$ cat config.mk
export PLATFORM = sky130hd
export DESIGN_NAME = analog_key_rapid_trigger
export DESIGN_NICKNAME = d
export VERILOG_FILES = /design/src/design/akrt_pkg.sv /design/src/design/akrt_cfg_regs.sv /design/src/design/akrt_key_store.sv /design/src/design/akrt_update.sv /design/src/design/analog_key_rapid_trigger.sv
export VERILOG_INCLUDE_DIRS = /design/src /design/src/design
export SDC_FILE = /design/constraint.sdc
export NUM_CORES = 1
export LEC_CHECK = 0
export ABC_AREA = 1
export BUFFER_PORTS_ARGS = -buffer_cell sky130_fd_sc_hd__clkbuf_2
export CAP_MARGIN = 20
export CORE_MARGIN = 4
export CORE_UTILIZATION = 30
export CTS_CLUSTER_SIZE = 16
export DETAILED_ROUTE_END_ITERATION = 8
export PLACE_DENSITY = 0.5
export SETUP_SLACK_MARGIN = 0.15
export SLEW_MARGIN = 25
export SYNTH_ARGS = -nofsm -noshare
export SYNTH_HDL_FRONTEND = slang
export SYNTH_HIERARCHICAL = 1
export SYNTH_SLANG_ARGS = --single-unit
$ cat constraint.sdc
create_clock -name clk -period 7.9 [get_ports clk]
set_input_delay 1.58 -clock clk [delete_from_list [all_inputs] [get_ports clk]]
set_output_delay 1.58 -clock clk [all_outputs]
set_load 0.1 [all_outputs]
$ cat src/design/analog_key_rapid_trigger_defines.svh
// assertion macros for the analog key rapid trigger block
`ifndef ANALOG_KEY_RAPID_TRIGGER_DEFINES_SVH
`define ANALOG_KEY_RAPID_TRIGGER_DEFINES_SVH
`ifndef NO_ASSERTIONS
`define AKRT_ASSERT_SAME(label, clk, rst_n, ante, cons) \
  label: assert property (@(posedge clk) disable iff (!rst_n) (ante) |-> (cons)) \
    else $error("assertion failed");
`define AKRT_ASSERT_NEXT(label, clk, rst_n, ante, cons) \
  label: assert property (@(posedge clk) disable iff (!rst_n) (ante) |=> (cons)) \
    else $error("assertion failed");
`else
`define AKRT_ASSERT_SAME(label, clk, rst_n, ante, cons)
`define AKRT_ASSERT_NEXT(label, clk, rst_n, ante, cons)
`endif
`endif

$ cat src/design/akrt_pkg.sv
// types and constants shared by the analog key rapid trigger modules
package akrt_pkg;

  localparam int KEY_W     = 4;
  localparam int DIST_W    = 10;
  localparam int TOL_W     = 8;
  localparam int MODE_W    = 2;
  localparam int CFG_IDX_W = 4;
  localparam int CFG_DAT_W = 10;

  localparam logic [MODE_W-1:0] MODE_DISABLED   = 2'd0;
  localparam logic [MODE_W-1:0] MODE_STATIC     = 2'd1;
  localparam logic [MODE_W-1:0] MODE_DYNAMIC    = 2'd2;
  localparam logic [MODE_W-1:0] MODE_CONTINUOUS = 2'd3;

  localparam logic [CFG_IDX_W-1:0] REG_MODE         = 4'd0;
  localparam logic [CFG_IDX_W-1:0] REG_ACTUATION    = 4'd1;
  localparam logic [CFG_IDX_W-1:0] REG_RELEASE      = 4'd2;
  localparam logic [CFG_IDX_W-1:0] REG_PRESS_SENS   = 4'd3;
  localparam logic [CFG_IDX_W-1:0] REG_RELEASE_SENS = 4'd4;
  localparam logic [CFG_IDX_W-1:0] REG_STATIC_TOL   = 4'd5;
  localparam logic [CFG_IDX_W-1:0] REG_ENTRY_TOL    = 4'd6;
  localparam logic [CFG_IDX_W-1:0] REG_CONT_EXIT    = 4'd7;

  localparam logic [MODE_W-1:0] RST_MODE         = MODE_STATIC;
  localparam logic [DIST_W-1:0] RST_ACTUATION    = 10'd200;
  localparam logic [DIST_W-1:0] RST_RELEASE      = 10'd180;
  localparam logic [DIST_W-1:0] RST_PRESS_SENS   = 10'd40;
  localparam logic [DIST_W-1:0] RST_RELEASE_SENS = 10'd40;
  localparam logic [TOL_W-1:0]  RST_STATIC_TOL   = 8'd10;
  localparam logic [TOL_W-1:0]  RST_ENTRY_TOL    = 8'd10;
  localparam logic [DIST_W-1:0] RST_CONT_EXIT    = 10'd10;

  typedef struct packed {
    logic [KEY_W-1:0]  key_index;
    logic [DIST_W-1:0] distance;
    logic              calibrated;
  } in_t;

  typedef struct packed {
    logic key_pressed;
    logic toggled;
  } out_t;

  typedef struct packed {
    logic [MODE_W-1:0] mode;
    logic [DIST_W-1:0] act_level;
    logic [DIST_W-1:0] rel_level;
    logic [DIST_W-1:0] press_sensitivity;
    logic [DIST_W-1:0] release_sensitivity;
    logic [TOL_W-1:0]  static_tolerance;
    logic [TOL_W-1:0]  entry_tolerance;
    logic [DIST_W-1:0] continuous_exit_level;
  } cfg_t;

  typedef struct packed {
    logic              pressed;
    logic              zone;
    logic [DIST_W-1:0] peak;
  } key_state_t;

endpackage

$ cat src/design/akrt_cfg_regs.sv
// configuration register file
module akrt_cfg_regs
  import akrt_pkg::*;
(
  input  logic                 clk,
  input  logic                 rst_n,
  input  logic                 wr_en,
  input  logic [CFG_IDX_W-1:0] wr_index,
  input  logic [CFG_DAT_W-1:0] wr_data,
  output cfg_t                 cfg
);

  cfg_t cfg_r;

  always_ff @(posedge clk) begin
    if (!rst_n) begin
      cfg_r.mode                  <= RST_MODE;
      cfg_r.act_level             <= RST_ACTUATION;
      cfg_r.rel_level             <= RST_RELEASE;
      cfg_r.press_sensitivity     <= RST_PRESS_SENS;
      cfg_r.release_sensitivity   <= RST_RELEASE_SENS;
      cfg_r.static_tolerance      <= RST_STATIC_TOL;
      cfg_r.entry_tolerance       <= RST_ENTRY_TOL;
      cfg_r.continuous_exit_level <= RST_CONT_EXIT;
    end else if (wr_en) begin
      unique case (wr_index)
        REG_MODE:         cfg_r.mode                  <= wr_data[MODE_W-1:0];
        REG_ACTUATION:    cfg_r.act_level             <= wr_data[DIST_W-1:0];
        REG_RELEASE:      cfg_r.rel_level             <= wr_data[DIST_W-1:0];
        REG_PRESS_SENS:   cfg_r.press_sensitivity     <= wr_data[DIST_W-1:0];
        REG_RELEASE_SENS: cfg_r.release_sensitivity   <= wr_data[DIST_W-1:0];
        REG_STATIC_TOL:   cfg_r.static_tolerance      <= wr_data[TOL_W-1:0];
        REG_ENTRY_TOL:    cfg_r.entry_tolerance       <= wr_data[TOL_W-1:0];
        REG_CONT_EXIT:    cfg_r.continuous_exit_level <= wr_data[DIST_W-1:0];
        default: ;
      endcase
    end
  end

  assign cfg = cfg_r;

endmodule

$ cat src/design/akrt_key_store.sv
// per-key state memory with reset valid bits and write forwarding
module akrt_key_store
  import akrt_pkg::*;
#(
  parameter int NUM_KEYS = 16
) (
  input  logic             clk,
  input  logic             rst_n,
  input  logic             rd_en,
  input  logic [KEY_W-1:0] rd_key,
  input  logic             wr_en,
  input  logic [KEY_W-1:0] wr_key,
  input  key_state_t       wr_state,
  output key_state_t       rd_state
);

  localparam int IDX_W = (NUM_KEYS > 1) ? $clog2(NUM_KEYS) : 1;

  key_state_t              mem [NUM_KEYS];
  logic [NUM_KEYS-1:0]     key_vld_r;
  logic [IDX_W-1:0]        rd_addr;
  logic [IDX_W-1:0]        wr_addr;
  key_state_t              rd_raw_r;
  logic                    rd_vld_r;
  logic                    fwd_r;
  key_state_t              fwd_state_r;

  assign rd_addr = IDX_W'(rd_key);
  assign wr_addr = IDX_W'(wr_key);

  always_ff @(posedge clk) begin
    if (wr_en) begin
      mem[wr_addr] <= wr_state;
    end
  end

  always_ff @(posedge clk) begin
    if (rd_en) begin
      rd_raw_r <= mem[rd_addr];
    end
  end

  // entries never written read as cleared
  always_ff @(posedge clk) begin
    if (!rst_n) begin
      key_vld_r <= '0;
    end else if (wr_en) begin
      key_vld_r[wr_addr] <= 1'b1;
    end
  end

  // a write landing on the same edge as the read wins over the stale entry
  always_ff @(posedge clk) begin
    if (!rst_n) begin
      rd_vld_r <= 1'b0;
      fwd_r    <= 1'b0;
    end else if (rd_en) begin
      rd_vld_r <= key_vld_r[rd_addr];
      fwd_r    <= wr_en && (wr_key == rd_key);
    end
  end

  always_ff @(posedge clk) begin
    if (rd_en) begin
      fwd_state_r <= wr_state;
    end
  end

  assign rd_state = fwd_r    ? fwd_state_r :
                    rd_vld_r ? rd_raw_r    : '0;

endmodule

$ cat src/design/akrt_update.sv
// one-sample state update for static and rapid trigger modes
module akrt_update
  import akrt_pkg::*;
#(
  parameter int MAX_TRAVEL = 400
) (
  input  cfg_t              cfg,
  input  key_state_t        cur,
  input  logic [DIST_W-1:0] distance,
  input  logic              calibrated,
  output key_state_t        nxt
);

  localparam logic [DIST_W:0] MAX_T = (DIST_W+1)'(MAX_TRAVEL);

  logic              cont;
  logic              leave;
  logic              z1;
  logic [DIST_W-1:0] pk1;
  logic [DIST_W:0]   entry_thr;
  logic              enter;
  logic              p2;
  logic              z2;
  logic [DIST_W-1:0] pk2;
  logic [DIST_W-1:0] rel_thr;
  logic [DIST_W:0]   press_sum;
  logic [DIST_W-1:0] press_thr;
  key_state_t        rapid;
  logic [DIST_W:0]   st_press_thr;
  logic [DIST_W-1:0] st_rel_thr;
  logic              st_pressed;
  logic [DIST_W-1:0] rel_pt_tol;

  assign cont = (cfg.mode == MODE_CONTINUOUS);

  // released key leaving the zone
  assign leave = cur.zone && !cur.pressed &&
                 (cont ? (distance <= cfg.continuous_exit_level)
                       : (distance < cfg.act_level));
  assign z1  = cur.zone && !leave;
  assign pk1 = leave ? '0 : cur.peak;

  assign entry_thr = {1'b0, cfg.act_level} + {3'b000, cfg.entry_tolerance};
  assign enter = !z1 && (cont || !cur.pressed) && ({1'b0, distance} >= entry_thr);
  assign p2  = enter ? 1'b1 : cur.pressed;
  assign z2  = enter ? 1'b1 : z1;
  assign pk2 = enter ? distance : pk1;

  assign rel_thr   = (pk2 < cfg.release_sensitivity) ? '0 : pk2 - cfg.release_sensitivity;
  assign press_sum = {1'b0, pk2} + {1'b0, cfg.press_sensitivity};
  assign press_thr = (press_sum > MAX_T) ? MAX_T[DIST_W-1:0] : press_sum[DIST_W-1:0];

  always_comb begin
    rapid.pressed = p2;
    rapid.zone    = z2;
    rapid.peak    = pk2;
    if (z2) begin
      if (p2) begin
        if (distance > pk2) begin
          rapid.peak = distance;
        end else if (distance <= rel_thr) begin
          rapid.pressed = 1'b0;
          rapid.peak    = distance;
        end
      end else begin
        if (distance < pk2) begin
          rapid.peak = distance;
        end else if (distance >= press_thr) begin
          rapid.pressed = 1'b1;
          rapid.peak    = distance;
        end
      end
    end
  end

  assign st_press_thr = {1'b0, cfg.act_level} + {3'b000, cfg.static_tolerance};
  assign rel_pt_tol   = {2'b00, cfg.static_tolerance};
  assign st_rel_thr   = (cfg.rel_level < rel_pt_tol) ? '0
                                                     : cfg.rel_level - rel_pt_tol;
  assign st_pressed   = cur.pressed ? !(distance <= st_rel_thr)
                                    : ({1'b0, distance} >= st_press_thr);

  always_comb begin
    nxt = cur;
    if (calibrated) begin
      unique case (cfg.mode)
        MODE_DISABLED:   nxt = cur;
        MODE_STATIC:     nxt.pressed = st_pressed;
        MODE_DYNAMIC:    nxt = rapid;
        MODE_CONTINUOUS: nxt = rapid;
        default:         nxt = cur;
      endcase
    end
  end

endmodule

$ cat src/design/analog_key_rapid_trigger.sv
// analog key actuation with rapid trigger, one travel sample per request
//
// in channel: one sample request per key (key_index, distance, calibrated).
// out channel: one result per request (key_pressed, toggled), in order.
// cfg channel: register writes by index, always ready; write only while idle.
// path: an accepted request waits in the input register, then moves to the
//   result register that drives out_valid and out_data.
// throughput: one request per cycle unless stalled; key state memory is read
//   when a request is taken and written as it moves to the result register,
//   with forwarding so back-to-back requests on the same key see fresh state.
// reset: config registers take their defaults, out_valid drops, and all key
//   state reads as cleared at once through per-key valid bits.
// receiver stall: the result register holds, the input stage holds behind
//   it, and in_ready drops only when both are full.
// keys at or above NUM_KEYS give a result of zeros and change nothing.
`include "analog_key_rapid_trigger_defines.svh"
module analog_key_rapid_trigger
  import akrt_pkg::*;
#(
  parameter int NUM_KEYS   = 16,
  parameter int MAX_TRAVEL = 400
) (
  input  logic                 clk,
  input  logic                 rst_n,
  input  logic                 in_valid,
  output logic                 in_ready,
  input  in_t                  in_data,
  output logic                 out_valid,
  input  logic                 out_ready,
  output out_t                 out_data,
  input  logic                 cfg_valid,
  output logic                 cfg_ready,
  input  logic [CFG_IDX_W-1:0] cfg_index,
  input  logic [CFG_DAT_W-1:0] cfg_data
);

  cfg_t       cfg;
  logic       s1_valid_r;
  in_t        s1_in_r;
  logic       s1_adv;
  logic       s1_in_range;
  logic       in_take;
  key_state_t cur_state;
  key_state_t new_state;
  logic       out_valid_r;
  out_t       out_data_r;
  out_t       result;

  assign cfg_ready = 1'b1;

  akrt_cfg_regs u_cfg (
    .clk      (clk),
    .rst_n    (rst_n),
    .wr_en    (cfg_valid),
    .wr_index (cfg_index),
    .wr_data  (cfg_data),
    .cfg      (cfg)
  );

  assign s1_adv   = s1_valid_r && (!out_valid_r || out_ready);
  assign in_ready = !s1_valid_r || s1_adv;
  assign in_take  = in_valid && in_ready;

  assign s1_in_range = (32'(s1_in_r.key_index) < 32'(NUM_KEYS));

  always_ff @(posedge clk) begin
    if (!rst_n) begin
      s1_valid_r <= 1'b0;
    end else if (in_ready) begin
      s1_valid_r <= in_valid;
    end
  end

  always_ff @(posedge clk) begin
    if (in_take) begin
      s1_in_r <= in_data;
    end
  end

  akrt_key_store #(
    .NUM_KEYS (NUM_KEYS)
  ) u_store (
    .clk      (clk),
    .rst_n    (rst_n),
    .rd_en    (in_take),
    .rd_key   (in_data.key_index),
    .wr_en    (s1_adv && s1_in_range),
    .wr_key   (s1_in_r.key_index),
    .wr_state (new_state),
    .rd_state (cur_state)
  );

  akrt_update #(
    .MAX_TRAVEL (MAX_TRAVEL)
  ) u_update (
    .cfg        (cfg),
    .cur        (cur_state),
    .distance   (s1_in_r.distance),
    .calibrated (s1_in_r.calibrated),
    .nxt        (new_state)
  );

  assign result.key_pressed = s1_in_range && new_state.pressed;
  assign result.toggled     = s1_in_range && (new_state.pressed != cur_state.pressed);

  always_ff @(posedge clk) begin
    if (!rst_n) begin
      out_valid_r <= 1'b0;
    end else if (s1_adv) begin
      out_valid_r <= 1'b1;
    end else if (out_ready) begin
      out_valid_r <= 1'b0;
    end
  end

  always_ff @(posedge clk) begin
    if (s1_adv) begin
      out_data_r <= result;
    end
  end

  assign out_valid = out_valid_r;
  assign out_data  = out_data_r;

  `AKRT_ASSERT_NEXT(a_adv_fills_out, clk, rst_n, s1_adv, out_valid_r)
  `AKRT_ASSERT_SAME(a_uncal_no_change, clk, rst_n,
                    s1_valid_r && !s1_in_r.calibrated, !result.toggled)
  `AKRT_ASSERT_SAME(a_disabled_no_change, clk, rst_n,
                    s1_valid_r && (cfg.mode == MODE_DISABLED), !result.toggled)
  `AKRT_ASSERT_SAME(a_out_range_zero, clk, rst_n,
                    s1_valid_r && !s1_in_range, !result.key_pressed && !result.toggled)

endmodule
# [Word level (Yosys, flattened, before mapping)]
# Memories as Yosys holds them, arrays and structs flattened. A register that Yosys moved wholly into a read port is not among the register bits.
# Cells that the tools add are included.
[word_totals] output_inout_bits=5 mem_count=1 ramBits=192 reg_bits=117 wordCells=119 input_bits=34
[classes] n_reduce_logical=30 mux=34 n_eq_ne=12 n_addsub=5 magnitude_cmp=15 n_bitwise=1
[mem_list] name="u_store.mem" words=16 word_bits=12 rd=1 rd_clocked_by_memory_dff=1 write_ports=1 line="akrt_key_store.sv:19" rtl="key_state_t mem [NUM_KEYS];"
[op_table] cell="$mux W10" n=11
[op_table] cell="$mux W12" n=3
[op_table] cell="$le A10 B10 Y1" n=3
[op_table] cell="$lt A10 B10 Y1" n=3
[op_table] cell="$add A10 B8 Y11" n=2
[op_table] cell="$ge A10 B11 Y1" n=2
[op_table] cell="$eq A4 B3 Y1 const B" n=4
[op_table] cell="$mux W1" n=16
[op_table] cell="$or A16 B16 Y16" n=1
[op_table] cell="$reduce_and A2 Y1" n=8
[op_table] cell="$add A10 B10 Y11" n=1
[op_table] cell="$gt A11 B9 Y1 const B" n=1
[op_table] cell="$mux W11" n=1
[op_table] cell="$ge A10 B10 Y1" n=1
[op_table] cell="$gt A10 B10 Y1" n=1
[op_table] cell="$lt A10 B8 Y1" n=1
[op_table] cell="$lt A4 B5 Y1 const B" n=2
[op_table] cell="$sub A10 B10 Y10" n=1
[op_table] cell="$sub A10 B8 Y10" n=1
[op_table] cell="$logic_and A1 B1 Y1" n=9
[op_table] cell="$eq A4 B2 Y1 const B" n=2
[op_table] cell="$logic_not A1 Y1" n=6
[op_table] cell="$bmux W1 S4" n=1
[op_table] cell="$demux W1 S4" n=1
[op_table] cell="other kinds (12)" n=15

# [Logic depth before layout (Yosys ltp)]
[logic_depth] depth_word=22 ltp_mapped=48 ltp_nobuf=47

# [Hierarchy]
# The synthesis kept the hierarchy.
[by_module_without_submodules] mod="akrt_key_store" n_inst=1 cells_each=750 area_each_um2=9287.7 seq_area_each_um2=6846.6
[by_module_without_submodules] mod="akrt_update" n_inst=1 cells_each=747 area_each_um2=4663.2 seq_area_each_um2=0.0
[by_module_without_submodules] mod="akrt_cfg_regs" n_inst=1 cells_each=387 area_each_um2=2697.6 seq_area_each_um2=1361.3
[by_module_without_submodules] mod="analog_key_rapid_trigger" n_inst=1 cells_each=33 area_each_um2=625.6 seq_area_each_um2=550.5

# [Worst setup path after synthesis]
# No wires, ideal clock.
[synth_timing] path_type="reg2reg" start="register u_cfg.cfg_r (netlist bit u_cfg/cfg[56])" end="register u_store/fwd_state_r[1] (netlist name), data pin" period_less_slack_ps=5994 required_ps=7576 path_buffers=1 path_stages_with_launch=43 setup_slack_ps=1906 t_arrival_ps=5670 setup_time_ps=324 path_cell_list="dfxtp_1 > ha_1 > inv_1 > fa_1 > o21ai_2 > a21oi_1 > xor2_1 > ha_1 > nand2_1 > nor2_1 > nand2_1 > nand2_1 > nand2_1 > nand3_1 > nand2_1 > nand2_1 > nand3_4 > buf_6 > [... 7 more ...] > a21oi_1 > o21bai_1 > xor2_1 > nand3_1 > nand3_2 > nand3_2 > nor2_1 > ha_1 > a21oi_1 > nor2_1 > a211oi_1 > nand4_1 > nor2_1 > nand3_1 > nand3_4 > nand2_1 > nand3_1 > nand2_1"
[synth_rtl] item="from (decl)" line="akrt_cfg_regs.sv:13" rtl="cfg_t cfg_r;"
[synth_rtl] item="to (signal assigned)" line="akrt_key_store.sv:65" rtl="fwd_state_r <= wr_state;"
[synth_rtl] item="to (decl)" line="akrt_key_store.sv:26" rtl="key_state_t fwd_state_r;"

==> summary.txt <==
Outcome
  • Result of the run: finished clean

CTS
  • Skew-Pair Late Insertion Delay: 0.55 ns
  • Reg clk slew, reported paths: 0.06 ns
  • TritonCTS clock tree: yes
  • CTS root buf: clkbuf_16
  • Number of sinks handled by clock tree synthesis: 321
  • Clock Path Buffers: 3
  • Number of buffers created by CTS: 36
  • H-tree depth: 2

Placed design
  • Final HPWL DP: 32100 um
  • Final estimated routing congestion in global placement: 0.821
  • Quantity of I/O buffers inserted on ports: 37

Timing
  • Final TNS setup: 0 ns
  • Max frequency: 143 MHz
  • Max-slew violations: 0
  • Unrepaired setup endpoints after global routing: no
  • Tmin final: 6.99 ns
  • Fin Hold WS: 0.467 ns
  • Setup clock skew after layout: 0.0195 ns
  • Slew headroom: 0.374
  • Share of the clock period used by the worst path after layout: 0.884
  • Final hold violation count: 0
  • Endpoints failing setup: 0
  • Transition time at the pin with the least slew margin: 0.938 ns

Setup path
  • Slowest cell on crit path: fa_1
  • Critical Setup Path Class: register to register
  • CP startpoint kind: register
  • Longest individual stage delay on the worst path: 0.42 ns
  • Critical Path RT: 8.11 ns
  • Critical Path Fanout Max: 22
  • Critical path data arrival time: 7.20 ns
  • Crit end category: register
  • Worst reg2reg setup slack: 0.91 ns
  • Top cell by count, worst path: nand2_1

Detailed routing
  • Wire length reported by the detailed router: 49400 um
  • Total via count in the routed design: 13200
  • Per-cell via count in the routed design: 4.82
  • Remaining DRCs: 0
  • Detail-routed net length per standard cell: 18.0 um
  • Number of iterations in the first detailed-routing pass: 5
  • Antenna Violating Nets Remaining: 0
  • Drt initial violations: 730

Logic synthesis
  • Synth area leaders: edfxtp_1 41%, dfxtp_1 10%, ha_1 8.9%
  • Post-synthesis register bit count: 321
  • Post-synthesis area per instance: 9.01 um^2
  • Number of distinct standard cells referenced by the synthesized netlist: 55
  • Area share of the leading cell type in the synthesized netlist: 0.405
  • Post-synth top flop: edfxtp_1
  • Largest family of logic cells by synthesized area: simple AND/OR/NAND/NOR gates
  • Synth Area in Adders: 0.0949
  • Number of instances in the synthesized netlist: 1917
  • Proportion of synthesized chip area in sequential cells: 0.507
  • Simple-Gate Fraction of Synth Area: 0.223
  • Synthesized Nets: 2079
  • Number of enable-type register cells in the synthesized netlist: 233
  • Count of warnings emitted by yosys: 6
  • Xor/xnor cell area share of the yosys netlist: 0.0122
  • Post-Syn Area: 0.0173 mm^2
  • Complex-gate fraction of the synthesized area: 0.0995
  • Top cell type by total area after synthesis: edfxtp_1
  • Async set or reset register ratio after synthesis: 0
  • Post-synthesis mux area share: 0

Global routing
  • Wire length of the first global-routing pass: 75300 um
  • Vias in the first global route: 12900
  • Tot GR Track Use: 0.160
  • Initial antenna violation count: 2
  • Pin count of the biggest net entering global routing: 79
  • Sum of overflow across all layers after global routing: 0

Cells and area
  • Net count, final: 2124
  • Ant. Diodes: 0
  • Area grow syn2layout: 12.9%
  • Fraction of final layout cells sized beyond drive strength 1: 0.109

Die
  • Chip height: 248 um
  • Effective utilization at floorplan: 0.305
  • Placeable core region: 0.0567 mm^2
  • Floorplan row count: 87
  • Floorplan die width: 248 um
  • Number of placed I/O pins: 39
  • Die outline area: 0.0615 mm^2

Pwr
  • Worst vdd rail ir drop: 0.124 mV
  • Total chip power: 4.31 mW
  • Static leakage: 8.01 nW
  • Power density cells: 221 mW/mm^2

Min path
  • Type of the most critical hold path: register to register

Job
  • Max-cap check violation count: 0
sequential cells by signal (all words and copies together), names as in the netlist:
signal,flops
u_store/mem,192
u_cfg/cfg,68
u_store/key_vld_r,16
s1_in_r,15
u_store/fwd_state_r,12
u_store/rd_raw_r,12
out_data,2
out_valid,1
s1_valid_r,1
u_store/fwd_r,1
u_store/rd_vld_r,1
routing by layer:
layer	vias up	share of wire	track usage
li1	6576	-	-
met1	6313	0.45	0.205
met2	246	0.48	0.279
met3	83	0.043	0.0245
met4	2	0.027	0.0498
met5	-	0.00026	0
per-stage QoR:
stage	cells	utilization	instance area (um^2)	setup slack [ns]
after floorplan	1917	-	17300	1.91
after global placement	2676	0.322	18300	0.778
after detailed placement	2676	0.323	18300	0.628
after CTS	2741	0.343	19400	0.615
after global routing	2745	0.344	19500	0.198
final	2745	0.344	19500	0.914
timing repair:
action / 4_1_cts / 5_1_grt
hold buffers: 0 / 0
gates resized for setup: 0 / 11
endpoints found under the setup margin: 0 / 171
setup buffers: 0 / 4
report_power, final:
group	internal (mW)	switching, mW
Clock	0.957	0.696
Sequential	1.86	0.0273
Combinational	0.264	0.508
cell type report:
| type | instances | area [um^2] |
|---|---|---|
| clock buffers | 49 | 991 |
| clock inverters | 16 | 164 |
| fillers | 5787 | 37200 |
| inverters | 178 | 672 |
| multi-input cells | 1351 | 7510 |
| flip-flops and latches | 321 | 8760 |
| well taps | 756 | 946 |
| repair buffers | 74 | 465 |
worst paths after layout:
| kind | startpoint | endpoint | cells past startpoint |
|---|---|---|---|
| hold / removal | u_store/key_vld_r[5] | u_store/key_vld_r[5] | 2 |
| setup / recovery | u_cfg/cfg[56] | u_store/mem[9][0] | 41 |
| hold reg to reg | u_store/key_vld_r[5] | u_store/key_vld_r[5] | 2 |
| setup reg to reg | u_cfg/cfg[56] | u_store/mem[9][0] | 41 |
synthesized netlist by cell type (6+ instances only):
cell type,number
a21o_1,8
a21oi_1,52
a21oi_2,11
buf_2,14
buf_4,15
buf_6,11
clkbuf_1,20
dfxtp_1,88
edfxtp_1,233
ha_1,123
inv_1,170
nand2_1,393
nand2_2,7
nand3_1,120
nand3b_1,6
nand4_1,24
nor2_1,335
o211ai_1,46
o21ai_0,96
o21ai_1,23
o21ai_2,14
or2_2,7
xnor2_1,10
xor2_1,14
worst max-delay path: cells and delay by family, from the launching register on:
kind	cells	cell delay (ns)
and+or+nand+nor	22	2.74
adders and majority gates	6	1.72
AOI/OAI and AO/OA	8	1.21
DFF	1	0.39
xor gates and xnor gates	2	0.35
buffers and inverters	3	0.23
cells in the final DEF (no fill, tap or decap), types with 11 or more instances in the layout:
master | Yosys | final
a21oi_1 | 52 | 52
o21ai_2 | 14 | 14
edfxtp_1 | 233 | 233
nand2_1 | 393 | 382
nor2_2 | 5 | 16
a21oi_2 | 11 | 11
o21ai_0 | 96 | 96
nor2_1 | 335 | 321
clkbuf_2 | 2 | 36
nand2_2 | 7 | 18
dfxtp_1 | 88 | 88
ha_1 | 123 | 123
buf_4 | 15 | 38
nand4_1 | 24 | 24
o21ai_1 | 23 | 23
o211ai_1 | 46 | 46
clkbuf_16 | 0 | 37
xor2_1 | 14 | 14
nand3_1 | 120 | 120
inv_1 | 170 | 169
kinds of logic after synthesis:
| family | count (synthesis) |
|---|---|
| AND/OR/NAND/NOR | 918 |
| flip-flops | 321 |
| AO/OA/AOI/OAI | 279 |
| buffers and inverters | 245 |
| adder cells (fa/ha/maj) | 128 |
| XOR/XNOR | 24 |
| other | 2 |
(Power assumes the default switching activity.)
